==> src/rtl/fta_pkg.sv <==
// Shared types and constants for the flow totalizer with limit alarm.
// Used by the averager, the accumulator and the top level; no dependencies.
`timescale 1ns / 1ps
`default_nettype none

package fta_pkg;

    localparam int BLOCK_SAMPLES_DEF = 10;
    localparam int LIMIT_RESET_DEF   = 100;
    localparam int TOTAL_BITS_DEF    = 32;

    localparam logic [7:0] KEY_UP     = 8'hC0;
    localparam logic [7:0] KEY_DOWN   = 8'hC8;
    localparam logic [7:0] KEY_CLEAR  = 8'hC1;
    localparam logic [7:0] KEY_PAUSE  = 8'hC9;
    localparam logic [7:0] LIMIT_STEP = 8'd10;

    typedef enum logic [1:0] {
        OP_SAMPLE = 2'd0,
        OP_TICK   = 2'd1,
        OP_KEY    = 2'd2
    } op_t;

    typedef struct packed {
        op_t        operation;
        logic [7:0] adc_sample;
        logic [7:0] key_code;
    } ev_t;

    typedef struct packed {
        logic [7:0] average;
        logic       fresh;
    } avg_t;

    typedef struct packed {
        logic [7:0] limit;
        logic       alarm;
        logic       paused;
    } acc_t;

endpackage

`default_nettype wire

==> src/rtl/flow_totalizer_with_limit_alarm.sv <==
// Top level of the flow totalizer: input register, averager, accumulator
// and result register. Depends on fta_pkg, fta_avg and fta_acc.
//
//  channel  direction  tdata                                   tuser
//  s_*      in         adc_sample[7:0], key_code[15:8]         operation[1:0]
//  m_*      out        instant_flow, total_flow, flow_limit,   new_average[0]
//                      alarm, paused (see port comment)
//
// Each word passes from the input register straight to the result register;
// one word is taken every cycle while the result register is not stalled.
// The rate is set by the single state update between the two registers.
// Reset clears all state; the limit returns to LIMIT_RESET.
// A stalled result holds while the input register still takes one word.
`timescale 1ns / 1ps
`default_nettype none

module flow_totalizer_with_limit_alarm #(
    parameter int BLOCK_SAMPLES = fta_pkg::BLOCK_SAMPLES_DEF,
    parameter int LIMIT_RESET   = fta_pkg::LIMIT_RESET_DEF,
    parameter int TOTAL_BITS    = fta_pkg::TOTAL_BITS_DEF
) (
    input  wire logic        clk,
    input  wire logic        rst_n,
    input  wire logic        s_tvalid,
    output logic             s_tready,
    input  wire logic [15:0] s_tdata,  // adc_sample[7:0], key_code[15:8]
    input  wire logic [1:0]  s_tuser,  // operation[1:0]
    output logic             m_tvalid,
    input  wire logic        m_tready,
    // instant_flow[7:0], total_flow[39:8], flow_limit[47:40], alarm[48],
    // paused[49], zero[55:50]
    output logic [55:0]      m_tdata,
    output logic [0:0]       m_tuser   // new_average[0]
);
    import fta_pkg::*;

    localparam int WIDE_W = (TOTAL_BITS > 32) ? TOTAL_BITS : 32;

    logic                  in_valid_reg;
    ev_t                   ev_reg;
    logic                  advance;
    logic                  paused_now;
    avg_t                  avg_status;
    acc_t                  acc_status;
    logic [TOTAL_BITS-1:0] total_next;
    logic [WIDE_W-1:0]     total_wide;

    logic                  out_valid_reg;
    logic [7:0]            flow_reg;
    logic                  fresh_reg;
    logic [31:0]           total_reg;
    logic [7:0]            limit_reg;
    logic                  alarm_reg;
    logic                  paused_reg;

    assign advance  = in_valid_reg && (!out_valid_reg || m_tready);
    assign s_tready = !in_valid_reg || advance;

    always_ff @(posedge clk or negedge rst_n)
    begin
        if (!rst_n)
        begin
            in_valid_reg <= 1'b0;
        end
        else if (s_tready)
        begin
            in_valid_reg <= s_tvalid;
        end
    end

    always_ff @(posedge clk)
    begin
        if (s_tready && s_tvalid)
        begin
            ev_reg.operation  <= op_t'(s_tuser);
            ev_reg.adc_sample <= s_tdata[7:0];
            ev_reg.key_code   <= s_tdata[15:8];
        end
    end

    fta_avg #(
        .BLOCK_SAMPLES(BLOCK_SAMPLES)
    ) u_avg (
        .clk    (clk),
        .rst_n  (rst_n),
        .advance(advance),
        .ev     (ev_reg),
        .paused (paused_now),
        .status (avg_status)
    );

    fta_acc #(
        .LIMIT_RESET(LIMIT_RESET),
        .TOTAL_BITS (TOTAL_BITS)
    ) u_acc (
        .clk       (clk),
        .rst_n     (rst_n),
        .advance   (advance),
        .ev        (ev_reg),
        .average   (avg_status.average),
        .paused_now(paused_now),
        .total_next(total_next),
        .status    (acc_status)
    );

    assign total_wide = WIDE_W'(total_next);

    always_ff @(posedge clk or negedge rst_n)
    begin
        if (!rst_n)
        begin
            out_valid_reg <= 1'b0;
            flow_reg      <= '0;
            fresh_reg     <= 1'b0;
            total_reg     <= '0;
            limit_reg     <= '0;
            alarm_reg     <= 1'b0;
            paused_reg    <= 1'b0;
        end
        else if (advance)
        begin
            out_valid_reg <= 1'b1;
            flow_reg      <= avg_status.average;
            fresh_reg     <= avg_status.fresh;
            total_reg     <= total_wide[31:0];
            limit_reg     <= acc_status.limit;
            alarm_reg     <= acc_status.alarm;
            paused_reg    <= acc_status.paused;
        end
        else if (m_tready)
        begin
            out_valid_reg <= 1'b0;
        end
    end

    assign m_tvalid = out_valid_reg;
    assign m_tdata  = {6'b0, paused_reg, alarm_reg, limit_reg, total_reg, flow_reg};
    assign m_tuser  = fresh_reg;

    a_advance_fills : assert property (@(posedge clk) disable iff (!rst_n)
        advance |=> m_tvalid)
        else $error("result register not loaded after a word was processed");

    a_alarm_sticky : assert property (@(posedge clk) disable iff (!rst_n)
        alarm_reg |=> alarm_reg)
        else $error("latched alarm was released");

    a_fresh_sample : assert property (@(posedge clk) disable iff (!rst_n)
        (advance && avg_status.fresh) |-> (ev_reg.operation == OP_SAMPLE && !paused_now))
        else $error("block average completed by a word that is not a live sample");

    a_stall_full : assert property (@(posedge clk) disable iff (!rst_n)
        !s_tready |-> (in_valid_reg && out_valid_reg && !m_tready))
        else $error("input stalled without a full pipeline");

endmodule

`default_nettype wire

==> src/rtl/fta_avg.sv <==
// Block averager: sums samples in blocks and forms the floor average.
// Depends on fta_pkg.
`timescale 1ns / 1ps
`default_nettype none

module fta_avg #(
    parameter int BLOCK_SAMPLES = fta_pkg::BLOCK_SAMPLES_DEF
) (
    input  wire logic         clk,
    input  wire logic         rst_n,
    input  wire logic         advance,
    input  wire fta_pkg::ev_t ev,
    input  wire logic         paused,
    output fta_pkg::avg_t     status
);
    import fta_pkg::*;

    localparam int CNT_W  = $clog2(BLOCK_SAMPLES);
    localparam int SUM_W  = $clog2(BLOCK_SAMPLES * 255 + 1);
    localparam int SHIFT  = SUM_W + $clog2(BLOCK_SAMPLES);
    localparam int PROD_W = SUM_W + SHIFT + 1;
    localparam logic [SHIFT:0] RECIP =
        (SHIFT + 1)'(((1 << SHIFT) + BLOCK_SAMPLES - 1) / BLOCK_SAMPLES);

    logic [CNT_W-1:0]  count_reg, count_next;
    logic [SUM_W-1:0]  sum_reg, sum_next, sum_add;
    logic [7:0]        average_reg, average_next;
    logic [PROD_W-1:0] product;
    logic              take;
    logic              block_done;

    // The ceiling reciprocal with this shift gives the exact floor quotient
    // for every sum the block can reach.
    assign take       = (ev.operation == OP_SAMPLE) && !paused;
    assign sum_add    = sum_reg + SUM_W'(ev.adc_sample);
    assign block_done = (count_reg == CNT_W'(BLOCK_SAMPLES - 1));
    assign product    = PROD_W'(sum_add) * PROD_W'(RECIP);

    always_comb
    begin
        count_next   = count_reg;
        sum_next     = sum_reg;
        average_next = average_reg;
        if (take)
        begin
            if (block_done)
            begin
                count_next   = '0;
                sum_next     = '0;
                average_next = product[SHIFT +: 8];
            end
            else
            begin
                count_next = count_reg + CNT_W'(1);
                sum_next   = sum_add;
            end
        end
    end

    assign status.average = average_next;
    assign status.fresh   = take && block_done;

    always_ff @(posedge clk or negedge rst_n)
    begin
        if (!rst_n)
        begin
            count_reg   <= '0;
            sum_reg     <= '0;
            average_reg <= '0;
        end
        else if (advance)
        begin
            count_reg   <= count_next;
            sum_reg     <= sum_next;
            average_reg <= average_next;
        end
    end

endmodule

`default_nettype wire

==> src/rtl/fta_acc.sv <==
// Accumulator: saturating flow total, limit keys, pause and the latched alarm.
// Depends on fta_pkg.
`timescale 1ns / 1ps
`default_nettype none

module fta_acc #(
    parameter int LIMIT_RESET = fta_pkg::LIMIT_RESET_DEF,
    parameter int TOTAL_BITS  = fta_pkg::TOTAL_BITS_DEF
) (
    input  wire logic                  clk,
    input  wire logic                  rst_n,
    input  wire logic                  advance,
    input  wire fta_pkg::ev_t          ev,
    input  wire logic [7:0]            average,
    output logic                       paused_now,
    output logic [TOTAL_BITS-1:0]      total_next,
    output fta_pkg::acc_t              status
);
    import fta_pkg::*;

    localparam int CMP_W = TOTAL_BITS + 3;

    logic [TOTAL_BITS-1:0] total_reg, total_sat;
    logic [TOTAL_BITS:0]   total_sum;
    logic [7:0]            limit_reg, limit_next;
    logic                  alarm_reg, alarm_next;
    logic                  pause_reg, pause_next;
    logic [CMP_W-1:0]      total_x5, limit_x256;
    logic                  over;

    assign total_sum = {1'b0, total_reg} + (TOTAL_BITS + 1)'(average);
    assign total_sat = total_sum[TOTAL_BITS] ? '1 : total_sum[TOTAL_BITS-1:0];

    always_comb
    begin
        total_next = total_reg;
        limit_next = limit_reg;
        pause_next = pause_reg;
        unique case (ev.operation)
            OP_SAMPLE:
            begin
            end
            OP_TICK:
            begin
                if (!pause_reg)
                begin
                    total_next = total_sat;
                end
            end
            OP_KEY:
            begin
                unique case (ev.key_code)
                    KEY_UP:    limit_next = limit_reg + LIMIT_STEP;
                    KEY_DOWN:  limit_next = limit_reg - LIMIT_STEP;
                    KEY_CLEAR: total_next = '0;
                    KEY_PAUSE: pause_next = !pause_reg;
                    default:
                    begin
                    end
                endcase
            end
            default:
            begin
            end
        endcase
    end

    // The total counts 5/256 cc, so total*5 > limit*256 compares in cc.
    assign total_x5   = (CMP_W'(total_next) << 2) + CMP_W'(total_next);
    assign limit_x256 = CMP_W'({limit_next, 8'h00});
    assign over       = total_x5 > limit_x256;
    assign alarm_next = alarm_reg || (!pause_next && over);

    assign paused_now    = pause_reg;
    assign status.limit  = limit_next;
    assign status.alarm  = alarm_next;
    assign status.paused = pause_next;

    always_ff @(posedge clk or negedge rst_n)
    begin
        if (!rst_n)
        begin
            total_reg <= '0;
            limit_reg <= 8'(LIMIT_RESET);
            alarm_reg <= 1'b0;
            pause_reg <= 1'b0;
        end
        else if (advance)
        begin
            total_reg <= total_next;
            limit_reg <= limit_next;
            alarm_reg <= alarm_next;
            pause_reg <= pause_next;
        end
    end

endmodule

`default_nettype wire

==> config.mk <==
export PLATFORM = sky130hd
export DESIGN_NAME = flow_totalizer_with_limit_alarm
export DESIGN_NICKNAME = d
export VERILOG_FILES = /design/src/rtl/fta_pkg.sv /design/src/rtl/flow_totalizer_with_limit_alarm.sv /design/src/rtl/fta_avg.sv /design/src/rtl/fta_acc.sv
export SDC_FILE = /design/constraint.sdc
export NUM_CORES = 1
export LEC_CHECK = 0
export BUFFER_PORTS_ARGS = -buffer_cell sky130_fd_sc_hd__buf_2
export CAP_MARGIN = 20
export CORE_MARGIN = 2
export CORE_UTILIZATION = 25
export CTS_CLUSTER_DIAMETER = 60
export DETAILED_ROUTE_END_ITERATION = 16
export PLACE_DENSITY = 0.42
export SYNTH_ARGS = -nofsm -noshare
export SYNTH_HDL_FRONTEND = slang
export SYNTH_SLANG_ARGS = --single-unit
==> constraint.sdc <==
create_clock -name clk -period 11.5 [get_ports clk]
set_clock_uncertainty 0.05 [all_clocks]
set_input_delay 1.725 -clock clk [delete_from_list [all_inputs] [get_ports clk]]
set_output_delay 1.725 -clock clk [all_outputs]
set_load 0.01 [all_outputs]
* Word-level counts from Yosys, hierarchy flattened
Index checks and enable logic that the tools add are counted.
W data, S select, Z words.
** Word-level totals
- Logic and storage cells :: 58
- Latch bits :: 0
- Input port bits :: 22
- Memories :: 0
- Bits in registers :: 95
- Bits in writable memories :: 0
- Memory bits (read-only) :: 0
** Operators by class
- Add/subtract/negate cells :: 6
- Div/mod/pow operators :: 0
- Multipliers :: 1
- $lt $le $gt $ge :: 1
- Shift-type cells :: 0
- Reductions and logical operators :: 15
- Equal/unequal tests :: 7
- Mux-type cells :: 14
- Bitwise operators :: 0
** Operators by type and width (count)
- $mux W32 :: 3
- $pmux W32 S2 :: 1
- $add A34 B32 Y35 :: 1
- $gt A35 B16 Y1 :: 1
- $add A32 B8 Y33 :: 1
- $eq A8 B8 Y1 const B :: 4
- $mux W8 :: 3
- $mul A12 B12 Y23 const B :: 1
- $pmux W8 S2 :: 1
- $add A12 B8 Y12 :: 1
- $mux W12 :: 1
- $add A8 B4 Y8 const B :: 1
- $sub A8 B4 Y8 const B :: 1
- $logic_and A1 B1 Y1 :: 5
- $add A4 B1 Y4 const B :: 1
- $eq A4 B4 Y1 const B :: 1
- $logic_not A1 Y1 :: 4
- $mux W1 :: 4
- $mux W4 :: 1
- $logic_or A1 B1 Y1 :: 3
- $eq A2 B1 Y1 const B :: 1
- $eq A2 B2 Y1 const B :: 1
- $logic_not A2 Y1 :: 1
- $reduce_and A2 Y1 :: 1
- $reduce_bool A2 Y1 :: 1

* Depth between registers and ports, before layout
- Word-level depth :: 12
- Gate-level depth with buffers :: 62
- Depth with buffers taken out :: 61

* Cells and area by module
From an unflattened synthesis, not the netlist that was laid out.
** Unflattened totals
- Cell total of the unflattened synthesis :: 1331
- Area, all modules :: 12638.4 um^2
** Modules (own cells, without submodules)
- fta_acc :: instances 1, area an instance 5725.5 um^2, cells each 752, seq. area each 1029.7 um^2
- fta_avg :: instances 1, area an instance 4112.7 um^2, cells each 436, seq. area each 600.6 um^2
- flow_totalizer_with_limit_alarm :: instances 1, area an instance 2800.2 um^2, cells each 143, seq. area each 1866.8 um^2

* Least setup slack after synthesis
Ideal clock, no wire load.
- Path kind :: reg2reg
- From :: register ev_reg[9] in the netlist's numbering
- To :: register alarm_reg
- Setup time :: 0.146 ns
- Required time :: 11.304 ns
- Stages on the path, launching flop included :: 60
- Setup slack :: -0.713 ns
- Arrival :: 12.017 ns
- Path through :: edfxtp_1 -> ha_1 -> a21o_1 -> a21oi_1 -> o21bai_1 -> a21oi_1 -> o21bai_1 -> a21oi_1 -> nor2b_1 -> o21ai_1 -> nor2_1 -> xor2_1 -> ha_1 -> inv_1 -> fa_1 -> inv_1 -> fa_1 -> inv_1 -> (+24 left out) -> a21oi_1 -> o21ba_2 -> a32o_2 -> o211ai_1 -> a21oi_1 -> o21bai_1 -> xor2_1 -> ha_1 -> nand4_1 -> or4_1 -> a2111oi_0 -> nand3_1 -> o31ai_1 -> nand4b_1 -> nor3_1 -> nand4_1 -> nor4_1 -> a41oi_1
** RTL lines
- from (decl) :: RTL line flow_totalizer_with_limit_alarm.sv:40 : ev_t ev_reg;
- to (signal assigned) :: RTL line flow_totalizer_with_limit_alarm.sv:127 : alarm_reg <= acc_status.alarm;
- to (decl) :: RTL line flow_totalizer_with_limit_alarm.sv:53 : logic alarm_reg;

==> flow_summary.toml <==
[run_status]
status = "complete, but fails checks"
violated_checks = "negative setup slack"

[layout]
num-fill-cells = 4303
largest_reg_flops = 32
n_antenna_cell = 0
finalNetCount = 1672
area.sequential_um2 = 2320
drive_above_1_share_pct = 30.0
flow.area_growth_from_synthesis_pct = 32.4
fin_util_pct = 33.5
area_used_by_multi_input_combinational_logic_um2 = 7830

[worst_setup_path]
setup.worst_path.start_class = "flop"
worst_ep_required_time_ps = 11690
cp_num_buf_inv = 29
critical_path.top_delay_family = "buffers and inverters"
critical_path_arrival_ps = 11900
reg2reg_from = "u_avg.sum_reg[0]"
timing_worst_setup_path_type = "flop to flop"
cp_slowest_stage_delay_ps = 510
cp_slowest_cell = "sky130_fd_sc_hd__fa_1"
timing.critical_path.from = "u_avg.sum_reg[0]"
cp_max_fo = 5
endpoint_kind = "flop"
critical-path-top-cell-by-count = "sky130_fd_sc_hd__buf_4"

[synthesis]
synth-xor-area-share_pct = 5.26
ys_top_cells_by_area = "sky130_fd_sc_hd__ha_1 (17%), sky130_fd_sc_hd__dfrtp_1 (16%), sky130_fd_sc_hd__fa_1 (7.8%)"
synth_flop_cell = "sky130_fd_sc_hd__dfrtp_1"
synth_enable_flop_cells = 18
synth_mux_area_share_pct = 2.79
synthDominantCellAreaShare_pct = 16.7
yosysSeqAreaShare_pct = 22.5
synth_fa_ha_area_share_pct = 24.5
synth.most_common_cell = "sky130_fd_sc_hd__nand2_1"
synth_area_per_cell_um2 = 8.56
synth_compound_gate_area_share_pct = 19.4
ys_types = 88
ys.warnings.count = 0
largest_family_of_logic_cells_by_synthesized_area = "adder cells"
synth_top_cells_by_count = "sky130_fd_sc_hd__nand2_1 (178), sky130_fd_sc_hd__ha_1 (138), sky130_fd_sc_hd__inv_1 (117)"
synth_top_area_cell = "sky130_fd_sc_hd__ha_1"
synth_async_sr_flop_share_pct = 79.8
netlist_instances = 1206
syn_area_um2 = 10300
ys_ff_latch = 89
post_synth_and_or_nand_nor_area_fraction_pct = 18.8

[drt]
routed_wirelength_mm = 33.1
drc = 0
route.vias.total = 9493
drtPass1Iterations = 5
post_drt_wl_per_cell_um = 16.5
dr.first_iter.drc_count = 471
antenna_left = 0
vias_per_cell = 4.73

[floorplanning]
floorplan.initialDensity_pct = 25.3
top_level_ports = 81
dieArea_um2 = 43000
die_w_um = 207
chipHeight_um = 207
placement_rows = 74
floorplan.core_area_um2 = 40800

[clock_network]
cts_tree = "built"
cts_root_buf = "sky130_fd_sc_hd__clkbuf_16"
clock_sink_count = 89
max-clock-path-buffers = 2
cts.htree.levels = 3
ctsHoldBuffers = 0
cts_buffers = 9
clk_latency_ps = 380
clk_pin_slew_ps = 70

[sta]
worstMarginPinSlew_ps = 894
fin_setup_tns_ps = -211
postLayoutSetupSlackWorst_ps = -211
timing.final.crit_share_pct = 102
setup_repair_after_global_routing_missed_its_margin = "yes"
achievable-frequency_mhz = 85.4
finalMaxSlewViolations = 0
timing.final.hold_violations = 0
layout_min_cycle_time_ps = 11710
slew-limit-headroom_pct = 40.4
setup-violations-final = 1

[placement]
gp_congestion = 0.856
port_buffers = 73
dp_hpwl_mm = 26.3

[flow_run]
max_cap_viol_count = 0

[global_route]
globalRouteOverflowTotal = 0
antenna_violations_before_repair = 0
gr-usage-all-layers_pct = 15.5
grt_start_max_net_pins = 45
grt_first_pass_wirelength_mm = 53.2
via_count_of_the_first_global_routing_pass = 9880

[min_path]
hold_path.startpoint = "limit_reg[2]"
holdCritPathClass = "flop to flop"
[cells in the final DEF, fill, tap and decap left out, drive strengths merged, types with 20 or more instances in the layout]
cell,n
xnor2,38
o21ai,59
inv,118
ha,138
a21oi,71
dfrtp,68
nand3,32
xor2,24
nand2,178
a22o,26
nor2,55
a21o,28
buf,300
fa,40
and2,20
mux2,22
[stage by stage]
step | worst slack, ps | cells | hold slack [ps] | instance area (um^2)
floorplan | -139 | 1212 | 393 | 10500
global placement | -438 | 1944 | 409 | 12600
detailed placement | -597 | 1944 | 413 | 12600
CTS | -323 | 2003 | 432 | 13600
global route | -879 | 2009 | 457 | 13700
finish | -211 | 2009 | 429 | 13700
[path summary, 6_finish.rpt]
path / depth (start not counted) / end / slack [ps]
min in group asynchronous: 1 / u_acc.total_reg[22] / 1210
worst min-delay path: 2 / limit_reg[2] / 430
max in group asynchronous: 2 / u_avg.sum_reg[0] / 9190
worst min register to register: 2 / limit_reg[2] / 430
worst max-delay path: 70 / alarm_reg / -210
worst max register to register: 70 / alarm_reg / -210
[metal layers]
metal  routed length [um]  share of wire [%]  track usage, %
met2                17200                 52            28.4
met5                    0                  0               0
met3                  714                2.2            1.97
met4                  822                2.5            5.20
met1                14400                 43            18.7
[worst min-delay path: cells and delay by family (launching register included)]
family / cells / cell delay [ps]
flip-flops: 1 / 340
AND/OR/NAND/NOR: 2 / 110
[layout make-up]
type                    count  area share, %
flip-flops and latches     89           17.0
clock buffers              11           1.86
well taps                 532           4.87
clock inverters             5          0.622
inverters                 117           3.21
multi-input cells         955           57.2
repair buffers            300           15.3
[timing repair]
| item | 4_1_cts | 5_1_grt |
|---|---|---|
| endpoints found under the hold margin | 0 | 0 |
| buffers inserted | 43 | 6 |
| setup endpoints to repair | 1 | 1 |
| gates resized for setup | 58 | 11 |
| pin swaps | 76 | 15 |
[logic make-up after synthesis]
logic type                 Yosys count
adders and majority gates          178
xor gates and xnor gates            62
DFF                                 89
AOI/OAI and AO/OA                  287
buffers and inverters              168
and+or+nand+nor                    395
muxes                               26
other                                1
Power is left out: the tool's default activity adds up to more than one toggle a clock period on the data nets, which glitch-free logic cannot reach.
